## config.mk

```make
export PLATFORM = sky130hd
export DESIGN_NAME = escaped_frame_decoder_flat
export DESIGN_NICKNAME = d
export VERILOG_FILES = /design/src/hw/rtl/efd_pkg.sv /design/src/hw/rtl/efd_if.sv /design/src/hw/rtl/escaped_frame_decoder.sv /design/src/hw/rtl/efd_front.sv /design/src/hw/rtl/efd_queue.sv /design/src/hw/rtl/efd_back.sv /design/src/flat_wrapper.sv
export SDC_FILE = /design/constraint.sdc
export NUM_CORES = 1
export LEC_CHECK = 0
export BUFFER_PORTS_ARGS = -buffer_cell sky130_fd_sc_hd__clkbuf_2
export CORE_MARGIN = 2
export CORE_UTILIZATION = 45
export CTS_CLUSTER_DIAMETER = 100
export DETAILED_ROUTE_END_ITERATION = 7
export GPL_TIMING_DRIVEN = 0
export PLACE_DENSITY_LB_ADDON = 0.12
export SLEW_MARGIN = 20
export SYNTH_ARGS = -nofsm -noshare
export SYNTH_HDL_FRONTEND = slang
export SYNTH_SLANG_ARGS = --single-unit
```

## constraint.sdc

```tcl
create_clock -name clk -period 5.7 [get_ports clk]
set_input_delay 0.57 -clock clk [delete_from_list [all_inputs] [get_ports clk]]
set_output_delay 0.57 -clock clk [all_outputs]
set_load 0.005 [all_outputs]
```

## src/hw/rtl/efd_pkg.sv

```systemverilog
// Shared types and constants for the escaped frame decoder.
package efd_pkg;

  // Number of decoded bytes that form the frame header.
  localparam int HDR_BYTES = 8;
  localparam int HDR_CNT_W = $clog2(HDR_BYTES + 1);
  localparam int HDR_IDX_W = (HDR_BYTES > 1) ? $clog2(HDR_BYTES) : 1;

  // Header bytes that the summary fields are built from.
  localparam int HDR_VIEW = 8;

  // Escape byte and the offset taken off the byte that follows it.
  localparam logic [7:0] ESC_BYTE   = 8'h10;
  localparam logic [7:0] ESC_OFFSET = 8'h20;

  // Depth of the command queue between front and back.
  localparam int Q_DEPTH = 4;
  localparam int Q_PTR_W = $clog2(Q_DEPTH);
  localparam int Q_CNT_W = $clog2(Q_DEPTH + 1);

  // Command passed from the front to the back.
  typedef enum logic {
    CMD_BODY = 1'b0,
    CMD_END  = 1'b1
  } cmd_kind_t;

  typedef struct packed {
    cmd_kind_t  kind;
    logic       held_valid;
    logic [7:0] data;
  } efd_cmd_t;

  // Result kind on the output channel.
  typedef enum logic {
    KIND_PAYLOAD = 1'b0,
    KIND_SUMMARY = 1'b1
  } res_kind_t;

  // Write side of the queue.
  typedef struct packed {
    logic     push;
    efd_cmd_t cmd;
  } efd_q_wr_t;

  // Fill status of the queue.
  typedef struct packed {
    logic full;
    logic empty;
  } efd_q_stat_t;

endpackage

```

## src/hw/rtl/efd_if.sv

```systemverilog
// Channel interfaces for raw input bytes and decoded results.
interface efd_in_if;
  logic       valid;
  logic       ready;
  logic [7:0] rx_byte;
  logic       frame_last;

  modport source (output valid, output rx_byte, output frame_last, input ready);
  modport sink   (input valid, input rx_byte, input frame_last, output ready);
endinterface

interface efd_out_if;
  logic        valid;
  logic        ready;
  logic        kind;
  logic [7:0]  payload_byte;
  logic [7:0]  peripheral_id;
  logic [7:0]  protocol_id;
  logic [15:0] serial_key;
  logic [15:0] sequence_number;
  logic [7:0]  message_type;
  logic [7:0]  type_index;
  logic        checksum_bad;
  logic        escape_dangling;
  logic        too_short;
  logic        last;

  modport source (
    output valid, output kind, output payload_byte, output peripheral_id,
    output protocol_id, output serial_key, output sequence_number,
    output message_type, output type_index, output checksum_bad,
    output escape_dangling, output too_short, output last, input ready
  );
  modport sink (
    input valid, input kind, input payload_byte, input peripheral_id,
    input protocol_id, input serial_key, input sequence_number,
    input message_type, input type_index, input checksum_bad,
    input escape_dangling, input too_short, input last, output ready
  );
endinterface

```

## src/hw/rtl/escaped_frame_decoder.sv

```systemverilog
// Top level of the escaped frame decoder.
// The in_ch channel takes one raw received byte per beat, with frame_last set
// on the end marker. The first byte of a frame is dropped as the start marker
// and the byte just before the end marker is the checksum; the body is
// unescaped, the first eight decoded bytes form the header and every later
// decoded byte leaves on out_ch as a payload beat. The end marker produces one
// summary beat with the header fields and the error flags.
// One byte is accepted per cycle while the command queue has a free slot. A body
// byte is held until the next byte arrives; the command it causes is pushed into
// the queue when that next byte is accepted and then read into the output register.
// The front end and back end are decoupled by a four-entry command queue, so
// in_ch.ready drops only when that queue is full, which happens when the
// receiver stalls out_ch while input keeps arriving.
// The output register holds its beat stable until out_ch.ready is high.
// Synchronous reset clears all frame state, the queue and the output valid.
module escaped_frame_decoder (
  input  logic       clk,
  input  logic       rst_n,
  efd_in_if.sink     in_ch,
  efd_out_if.source  out_ch
);

  efd_pkg::efd_q_wr_t   q_wr;
  efd_pkg::efd_q_stat_t q_stat;
  efd_pkg::efd_cmd_t    rd_cmd;
  logic                 pop;

  efd_front u_front (
    .clk    (clk),
    .rst_n  (rst_n),
    .in_ch  (in_ch),
    .q_stat (q_stat),
    .q_wr   (q_wr)
  );

  efd_queue u_queue (
    .clk    (clk),
    .rst_n  (rst_n),
    .q_wr   (q_wr),
    .pop    (pop),
    .rd_cmd (rd_cmd),
    .q_stat (q_stat)
  );

  efd_back u_back (
    .clk    (clk),
    .rst_n  (rst_n),
    .cmd    (rd_cmd),
    .q_stat (q_stat),
    .pop    (pop),
    .out_ch (out_ch)
  );

endmodule

```

## src/hw/rtl/efd_front.sv

```systemverilog
// Front end: drops the start marker, holds back one body byte and issues commands.
module efd_front (
  input  logic                 clk,
  input  logic                 rst_n,
  efd_in_if.sink               in_ch,
  input  efd_pkg::efd_q_stat_t q_stat,
  output efd_pkg::efd_q_wr_t   q_wr
);

  logic       start_seen_r, start_seen_nxt;
  logic       held_valid_r, held_valid_nxt;
  logic [7:0] held_byte_r, held_byte_nxt;
  logic       beat;

  // Every beat may need a queue slot, so take one only when a slot is free.
  assign in_ch.ready = !q_stat.full;
  assign beat        = in_ch.valid && in_ch.ready;

  // Classify the beat and release the held byte when a later byte arrives.
  always_comb begin
    start_seen_nxt = start_seen_r;
    held_valid_nxt = held_valid_r;
    held_byte_nxt  = held_byte_r;
    q_wr.push           = 1'b0;
    q_wr.cmd.kind       = efd_pkg::CMD_BODY;
    q_wr.cmd.held_valid = held_valid_r;
    q_wr.cmd.data       = held_byte_r;
    if (beat) begin
      if (in_ch.frame_last) begin
        q_wr.push      = 1'b1;
        q_wr.cmd.kind  = efd_pkg::CMD_END;
        start_seen_nxt = 1'b0;
        held_valid_nxt = 1'b0;
        held_byte_nxt  = 8'h00;
      end else if (!start_seen_r) begin
        start_seen_nxt = 1'b1;
      end else begin
        q_wr.push      = held_valid_r;
        held_byte_nxt  = in_ch.rx_byte;
        held_valid_nxt = 1'b1;
      end
    end
  end

  // Frame tracking registers.
  always_ff @(posedge clk) begin
    if (!rst_n) begin
      start_seen_r <= 1'b0;
      held_valid_r <= 1'b0;
      held_byte_r  <= 8'h00;
    end else begin
      start_seen_r <= start_seen_nxt;
      held_valid_r <= held_valid_nxt;
      held_byte_r  <= held_byte_nxt;
    end
  end

endmodule

```

## src/hw/rtl/efd_queue.sv

```systemverilog
// Short command queue between the front and back ends.
module efd_queue (
  input  logic                 clk,
  input  logic                 rst_n,
  input  efd_pkg::efd_q_wr_t   q_wr,
  input  logic                 pop,
  output efd_pkg::efd_cmd_t    rd_cmd,
  output efd_pkg::efd_q_stat_t q_stat
);

  efd_pkg::efd_cmd_t             slot_r [efd_pkg::Q_DEPTH];
  logic [efd_pkg::Q_PTR_W-1:0]   wr_ptr_r, wr_ptr_nxt;
  logic [efd_pkg::Q_PTR_W-1:0]   rd_ptr_r, rd_ptr_nxt;
  logic [efd_pkg::Q_CNT_W-1:0]   count_r, count_nxt;
  logic                          do_push, do_pop;

  assign q_stat.full  = (count_r == efd_pkg::Q_CNT_W'(efd_pkg::Q_DEPTH));
  assign q_stat.empty = (count_r == '0);
  assign do_push      = q_wr.push && !q_stat.full;
  assign do_pop       = pop && !q_stat.empty;
  assign rd_cmd       = slot_r[rd_ptr_r];

  // Pointer and fill count update; pointers wrap at the depth.
  always_comb begin
    wr_ptr_nxt = wr_ptr_r;
    rd_ptr_nxt = rd_ptr_r;
    count_nxt  = count_r;
    if (do_push) begin
      wr_ptr_nxt = (wr_ptr_r == efd_pkg::Q_PTR_W'(efd_pkg::Q_DEPTH - 1)) ? '0
                                                                         : wr_ptr_r + 1'b1;
    end
    if (do_pop) begin
      rd_ptr_nxt = (rd_ptr_r == efd_pkg::Q_PTR_W'(efd_pkg::Q_DEPTH - 1)) ? '0
                                                                         : rd_ptr_r + 1'b1;
    end
    if (do_push && !do_pop) begin
      count_nxt = count_r + 1'b1;
    end else if (do_pop && !do_push) begin
      count_nxt = count_r - 1'b1;
    end
  end

  always_ff @(posedge clk) begin
    if (!rst_n) begin
      wr_ptr_r <= '0;
      rd_ptr_r <= '0;
      count_r  <= '0;
    end else begin
      wr_ptr_r <= wr_ptr_nxt;
      rd_ptr_r <= rd_ptr_nxt;
      count_r  <= count_nxt;
    end
  end

  // Storage slots carry no reset.
  always_ff @(posedge clk) begin
    if (do_push) begin
      slot_r[wr_ptr_r] <= q_wr.cmd;
    end
  end

  // The fill count never passes the depth.
  a_count_bound: assert property (@(posedge clk) disable iff (!rst_n)
    count_r <= efd_pkg::Q_CNT_W'(efd_pkg::Q_DEPTH))
    else $error("queue count above depth");

  // The count goes up by one on a push without a pop.
  a_count_track: assert property (@(posedge clk) disable iff (!rst_n)
    (do_push && !do_pop) |=> (count_r == $past(count_r) + 1'b1))
    else $error("queue count did not advance on push");

endmodule

```

## src/hw/rtl/efd_back.sv

```systemverilog
// Back end: checksum, unescaping, header capture and the output register.
module efd_back (
  input  logic                 clk,
  input  logic                 rst_n,
  input  efd_pkg::efd_cmd_t    cmd,
  input  efd_pkg::efd_q_stat_t q_stat,
  output logic                 pop,
  efd_out_if.source            out_ch
);

  logic [7:0]                    sum_r, sum_nxt;
  logic                          esc_r, esc_nxt;
  logic [efd_pkg::HDR_CNT_W-1:0] hcnt_r, hcnt_nxt;
  logic [7:0]                    hdr_r   [efd_pkg::HDR_BYTES];
  logic [7:0]                    hdr_nxt [efd_pkg::HDR_BYTES];
  logic [7:0]                    view    [efd_pkg::HDR_VIEW];

  logic        ov_r, ov_nxt;
  logic        kind_r, kind_nxt;
  logic [7:0]  pay_r, pay_nxt;
  logic        cks_r, cks_nxt;
  logic        dang_r, dang_nxt;
  logic        short_r, short_nxt;
  logic [7:0]  v_r   [efd_pkg::HDR_VIEW];
  logic [7:0]  v_nxt [efd_pkg::HDR_VIEW];

  logic        have;
  logic [7:0]  dec;
  logic        hdr_full;

  // Header bytes past the configured header length read as zero.
  for (genvar i = 0; i < efd_pkg::HDR_VIEW; i++) begin : g_view
    if (i < efd_pkg::HDR_BYTES) begin : g_on
      assign view[i] = hdr_r[i];
    end else begin : g_off
      assign view[i] = 8'h00;
    end
  end

  assign pop      = !q_stat.empty && (!ov_r || out_ch.ready);
  assign hdr_full = (hcnt_r == efd_pkg::HDR_CNT_W'(efd_pkg::HDR_BYTES));

  // Unescape the body byte of the current command.
  always_comb begin
    have = 1'b1;
    dec  = cmd.data;
    if (esc_r) begin
      dec = cmd.data - efd_pkg::ESC_OFFSET;
    end else if (cmd.data == efd_pkg::ESC_BYTE) begin
      have = 1'b0;
    end
  end

  // Frame state and output register next values.
  always_comb begin
    sum_nxt   = sum_r;
    esc_nxt   = esc_r;
    hcnt_nxt  = hcnt_r;
    hdr_nxt   = hdr_r;
    ov_nxt    = ov_r && !out_ch.ready;
    kind_nxt  = kind_r;
    pay_nxt   = pay_r;
    cks_nxt   = cks_r;
    dang_nxt  = dang_r;
    short_nxt = short_r;
    v_nxt     = v_r;
    if (pop) begin
      if (cmd.kind == efd_pkg::CMD_END) begin
        // Summary of the frame, then clear for the next one.
        ov_nxt    = 1'b1;
        kind_nxt  = efd_pkg::KIND_SUMMARY;
        pay_nxt   = 8'h00;
        cks_nxt   = cmd.held_valid ? (cmd.data != sum_r) : 1'b1;
        dang_nxt  = esc_r;
        short_nxt = !hdr_full;
        v_nxt     = view;
        sum_nxt   = 8'h00;
        esc_nxt   = 1'b0;
        hcnt_nxt  = '0;
        for (int i = 0; i < efd_pkg::HDR_BYTES; i++) begin
          hdr_nxt[i] = 8'h00;
        end
      end else begin
        sum_nxt = sum_r + cmd.data;
        esc_nxt = !esc_r && (cmd.data == efd_pkg::ESC_BYTE);
        if (have) begin
          if (!hdr_full) begin
            hdr_nxt[hcnt_r[efd_pkg::HDR_IDX_W-1:0]] = dec;
            hcnt_nxt = hcnt_r + 1'b1;
          end else begin
            ov_nxt    = 1'b1;
            kind_nxt  = efd_pkg::KIND_PAYLOAD;
            pay_nxt   = dec;
            cks_nxt   = 1'b0;
            dang_nxt  = 1'b0;
            short_nxt = 1'b0;
            v_nxt     = view;
          end
        end
      end
    end
  end

  // Frame state and output valid are cleared by reset.
  always_ff @(posedge clk) begin
    if (!rst_n) begin
      sum_r  <= 8'h00;
      esc_r  <= 1'b0;
      hcnt_r <= '0;
      ov_r   <= 1'b0;
      for (int i = 0; i < efd_pkg::HDR_BYTES; i++) begin
        hdr_r[i] <= 8'h00;
      end
    end else begin
      sum_r  <= sum_nxt;
      esc_r  <= esc_nxt;
      hcnt_r <= hcnt_nxt;
      ov_r   <= ov_nxt;
      hdr_r  <= hdr_nxt;
    end
  end

  // Output payload register.
  always_ff @(posedge clk) begin
    kind_r  <= kind_nxt;
    pay_r   <= pay_nxt;
    cks_r   <= cks_nxt;
    dang_r  <= dang_nxt;
    short_r <= short_nxt;
    v_r     <= v_nxt;
  end

  assign out_ch.valid           = ov_r;
  assign out_ch.kind            = kind_r;
  assign out_ch.payload_byte    = pay_r;
  assign out_ch.peripheral_id   = v_r[0];
  assign out_ch.protocol_id     = v_r[1];
  assign out_ch.serial_key      = {v_r[3], v_r[2]};
  assign out_ch.sequence_number = {v_r[5], v_r[4]};
  assign out_ch.message_type    = v_r[6];
  assign out_ch.type_index      = v_r[7];
  assign out_ch.checksum_bad    = cks_r;
  assign out_ch.escape_dangling = dang_r;
  assign out_ch.too_short       = short_r;
  assign out_ch.last            = (kind_r == efd_pkg::KIND_SUMMARY);

  // An end command always yields a summary beat in the next cycle.
  a_end_summary: assert property (@(posedge clk) disable iff (!rst_n)
    (pop && cmd.kind == efd_pkg::CMD_END) |=> (ov_r && kind_r == efd_pkg::KIND_SUMMARY))
    else $error("end command produced no summary");

  // The frame state is clear after a summary is produced.
  a_end_clear: assert property (@(posedge clk) disable iff (!rst_n)
    (pop && cmd.kind == efd_pkg::CMD_END) |=> (hcnt_r == '0 && sum_r == 8'h00 && !esc_r))
    else $error("frame state not cleared after end");

  // A payload beat is only produced once the header is complete.
  a_payload_hdr: assert property (@(posedge clk) disable iff (!rst_n)
    (pop && cmd.kind == efd_pkg::CMD_BODY && !hdr_full)
      |=> !(ov_r && !$past(ov_r && !out_ch.ready) && kind_r == efd_pkg::KIND_PAYLOAD))
    else $error("payload produced before header complete");

endmodule

```

## src/flat_wrapper.sv

```systemverilog
// flat-port wrapper written by rule: the top's interface ports become plain ports
module escaped_frame_decoder_flat 
  (clk, rst_n, in_ch_valid, in_ch_rx_byte, in_ch_frame_last, in_ch_ready, out_ch_valid, out_ch_kind, out_ch_payload_byte, out_ch_peripheral_id, out_ch_protocol_id, out_ch_serial_key, out_ch_sequence_number, out_ch_message_type, out_ch_type_index, out_ch_checksum_bad, out_ch_escape_dangling, out_ch_too_short, out_ch_last, out_ch_ready);
  efd_in_if in_ch_i ();
  efd_out_if out_ch_i ();
  input  logic clk;
  input  logic rst_n;
  input wire logic [$bits(in_ch_i.valid)-1:0] in_ch_valid;
  input wire logic [$bits(in_ch_i.rx_byte)-1:0] in_ch_rx_byte;
  input wire logic [$bits(in_ch_i.frame_last)-1:0] in_ch_frame_last;
  output wire logic [$bits(in_ch_i.ready)-1:0] in_ch_ready;
  output wire logic [$bits(out_ch_i.valid)-1:0] out_ch_valid;
  output wire logic [$bits(out_ch_i.kind)-1:0] out_ch_kind;
  output wire logic [$bits(out_ch_i.payload_byte)-1:0] out_ch_payload_byte;
  output wire logic [$bits(out_ch_i.peripheral_id)-1:0] out_ch_peripheral_id;
  output wire logic [$bits(out_ch_i.protocol_id)-1:0] out_ch_protocol_id;
  output wire logic [$bits(out_ch_i.serial_key)-1:0] out_ch_serial_key;
  output wire logic [$bits(out_ch_i.sequence_number)-1:0] out_ch_sequence_number;
  output wire logic [$bits(out_ch_i.message_type)-1:0] out_ch_message_type;
  output wire logic [$bits(out_ch_i.type_index)-1:0] out_ch_type_index;
  output wire logic [$bits(out_ch_i.checksum_bad)-1:0] out_ch_checksum_bad;
  output wire logic [$bits(out_ch_i.escape_dangling)-1:0] out_ch_escape_dangling;
  output wire logic [$bits(out_ch_i.too_short)-1:0] out_ch_too_short;
  output wire logic [$bits(out_ch_i.last)-1:0] out_ch_last;
  input wire logic [$bits(out_ch_i.ready)-1:0] out_ch_ready;
  assign in_ch_i.valid = in_ch_valid;
  assign in_ch_i.rx_byte = in_ch_rx_byte;
  assign in_ch_i.frame_last = in_ch_frame_last;
  assign in_ch_ready = in_ch_i.ready;
  assign out_ch_valid = out_ch_i.valid;
  assign out_ch_kind = out_ch_i.kind;
  assign out_ch_payload_byte = out_ch_i.payload_byte;
  assign out_ch_peripheral_id = out_ch_i.peripheral_id;
  assign out_ch_protocol_id = out_ch_i.protocol_id;
  assign out_ch_serial_key = out_ch_i.serial_key;
  assign out_ch_sequence_number = out_ch_i.sequence_number;
  assign out_ch_message_type = out_ch_i.message_type;
  assign out_ch_type_index = out_ch_i.type_index;
  assign out_ch_checksum_bad = out_ch_i.checksum_bad;
  assign out_ch_escape_dangling = out_ch_i.escape_dangling;
  assign out_ch_too_short = out_ch_i.too_short;
  assign out_ch_last = out_ch_i.last;
  assign out_ch_i.ready = out_ch_ready;
  escaped_frame_decoder u_core (.clk(clk), .rst_n(rst_n), .in_ch(in_ch_i), .out_ch(out_ch_i));
endmodule
```

==> results.md <==
* Status: finished clean
* Hold buffer count at cts at 0
* Initial antenna violation count at 0
* Final worst slack at 2760 ps
* Crit share post-route at 51.5%
* Tmin final at 2940 ps
* Root Buffer: clkbuf_16
* IO Count at 92
* Largest net degree at the start of global routing at 32
* Number of synthesized flops with an enable pin at 116
* WHS Path Cells at 3
* Via density at 5.43
* Fillers at 1473
* Worst R2R Setup Slack at 2760 ps
* R2R depth at 8
* # port buffers at 90
* DRT Pass-1 Iters at 5
* Number of cells on the critical path at 8
* Initial core utilization at 46.0%
* Final instance area at 9440 um^2
* Internal power at 3.38 mW
* CP Data Required Time at 5880 ps
* Total GRT Usage at 18.0%
* Final WL at 16.7 mm
* Area Overhead vs Synth at 18.6%
* Ys async rst share at 0%
* Grt ovf at 0
* Post-CTS sizing at 0
* DIE AREA at 18800 um^2
* DRC at 0
* CP Capture Type: register
* Setup crit start kind: register
* Synth warnings at 0
* Util after Layout at 54.6%
* P_sw at 1.61 mW
* Slew HR at 34.8%
* Die Y-Extent at 137 um
* DRT iter0 DRCs at 254
* Critical path's slowest cell: mux4_2
* Core footprint at 17300 um^2
* Max_cap viols at 0
* Clock Skew at 17.6 ps
* Placed Area at 8740 um^2
* Clk network pwr share at 27.9%
* Max stage delay on crit path at 580 ps
* Storage cell area at 5430 um^2
* Seq pwr share at 42.4%
* CTS tree: done
* Switching Fraction at 32.2%
* Rows at 48
* Most frequent cells in the layout: edfxtp_1 (116), dfxtp_1 (97), clkbuf_2 (90), nand2_1 (60), a32o_1 (29)
* Final Hold Vio Count at 0
* Syn Area/Cell at 13.6 um^2
* Slew Limit Fails at 0
* CTS Buf Count at 21
* Hpwl dp at 11.7 mm
* RePlAce Congestion at 0.863
* Total negative slack at 0 ps
* Setup bufs post-CTS at 0
* Syn nets at 616
* Mapped Area at 7960 um^2
* Ys flop type: edfxtp_1
* Hold Crit Class: input pin to register
* Number of global-route vias before repair at 4862
* Die W at 137 um
* Avg WL per Cell at 17.8 um
* Buf/Inv on CP at 3
* Setup Crit Path Kind: register to register
* Worst vdd ir at 0.244 mV
* # setup viols final at 0
* Yosys cell types at 51
* Synth Instances at 585
* Post-synthesis sequential area ratio at 68.2%
* Htree depth at 1
* Unrepaired setup endpoints after global routing: false
* Critical path, cell by cell: buf_6 > mux4_2 > nor2b_1 > and3_1 > buf_4 > nand2b_1 > nor2_4 > buf_12
* Clk Latency, worst-skew pair at 500 ps
* Actual slew at the worst max-slew pin at 970 ps
* Multi-input logic area at 2370 um^2
* Logic pwr share at 29.7%
* Clock Tree Buf Depth at 3
* First-pass GRT wire length at 26.0 mm
* Layout cells sized above 1 at 21.4%
* Synth Register Bits at 213
* Via count at 5107
* Total Power at 4.99 mW
* CTS Sinks at 213
* Commonest non-fill, non-tap cell in the layout: edfxtp_1
* Worst-path clk slew at 60 ps
* Arr. time, crit path at 3120 ps
* Nets at 731
* Ant diodes at 0
* Crit path max-delay family: simple AND/OR/NAND/NOR gates
* CP max FO at 28
* FMAX at 341 MHz
* Post-DRT Antenna Nets at 0
* Pre-CTS setup slack at 2590 ps
* Pleak at 3.49 nW
* PwrDens at 529 nW/um^2
final timing paths:
check,from,to
setup / recovery,register,u_core.u_back.out_ch.sequence_number[8]
hold / removal,in_ch_rx_byte[0],u_core.u_front.held_byte_r[0]
setup reg to reg,register,u_core.u_back.out_ch.sequence_number[8]
hold reg to reg,u_core.u_back.hdr_r[43],u_core.u_back.out_ch.serial_key[3]
layer usage:
layer | part of all wire (%) | track usage, % | vias up
met2 | 50 | 30.9 | 153
met3 | 5.1 | 2.74 | 37
met4 | 2.8 | 6.19 | 0
met1 | 42 | 23.1 | 2490
met5 | 0 | 0 | -
li1 | - | - | 2427
state kept, by name, indices dropped and copies added (netlist names), named ones only:
name	count
u_core.u_back.esc_r	1
u_core.u_back.hcnt_r	4
u_core.u_back.hdr_r	64
u_core.u_back.out_ch.checksum_bad	1
u_core.u_back.out_ch.escape_dangling	1
u_core.u_back.out_ch.kind	1
u_core.u_back.out_ch.message_type	8
u_core.u_back.out_ch.payload_byte	8
u_core.u_back.out_ch.peripheral_id	8
u_core.u_back.out_ch.protocol_id	8
u_core.u_back.out_ch.sequence_number	16
u_core.u_back.out_ch.serial_key	16
u_core.u_back.out_ch.too_short	1
u_core.u_back.out_ch.type_index	8
u_core.u_back.out_ch.valid	1
u_core.u_back.sum_r	8
u_core.u_front.held_byte_r	8
u_core.u_front.held_valid_r	1
u_core.u_front.start_seen_r	1
u_core.u_queue.count_r	3
u_core.u_queue.rd_ptr_r	2
u_core.u_queue.slot_r	40
u_core.u_queue.wr_ptr_r	2
cell type report:
type                       instances  area share (%)
buffer                            27            1.30
inverter                          14           0.557
tap                              225            2.98
sequential                       213            57.5
clock inverter                    11            1.39
timing repair buffer              92            5.20
clock buffer                      27            6.02
multi-input combinational        331            25.1
power groups by stage:
stage          combinational, mW  sequential (mW)  clock (mW)
2_1_floorplan              0.915             2.18           0
3_3_place_gp                1.41             2.18           0
3_5_place_dp                1.49             2.15           0
4_1_cts                     1.49             2.12        1.41
5_1_grt                     1.65             2.15        1.47
6_report                    1.48             2.11        1.39
tightest hold or removal path, stage by stage:
cell and delay [ps]:
clkbuf_2 80, a22oi_1 70, nor2b_1 100
metrics by stage:
| stage | hold WS (ps) | cells |
|---|---|---|
| after floorplan | 408 | 585 |
| after global routing | 343 | 940 |
| after global placement | 422 | 900 |
| after detailed placement | 419 | 902 |
| final | 347 | 940 |
| after CTS | 338 | 940 |
cells by family (layout without fill, tap and decap cells):
logic type               count (synthesis)  in the layout  synth area share [%]
multiplexers                            14             14                  3.33
AND/OR/NAND/NOR                        179            179                  11.9
AO/OA/AOI/OAI                          111            111                  10.4
buffers and inverters                   41            171                  2.20
adder cells (fa/ha/maj)                 18             18                  3.02
XOR/XNOR                                 9              9                 0.990
flip-flops                             213            213                  68.2
Yosys cell counts, types with 12 or more instances:
| cell | number | area [um^2] |
|---|---|---|
| a32o_1 | 29 | 290 |
| nor2b_1 | 27 | 169 |
| edfxtp_1 | 116 | 3480 |
| nand3_1 | 12 | 60.1 |
| and2_1 | 17 | 106 |
| nand2_1 | 60 | 225 |
| nor2_1 | 20 | 75.1 |
| o22ai_1 | 25 | 156 |
| o21ai_1 | 12 | 60.1 |
| dfxtp_1 | 97 | 1940 |
| clkbuf_1 | 19 | 71.3 |
| ha_1 | 16 | 200 |
Note: power is estimated with default switching activity, not from simulation.
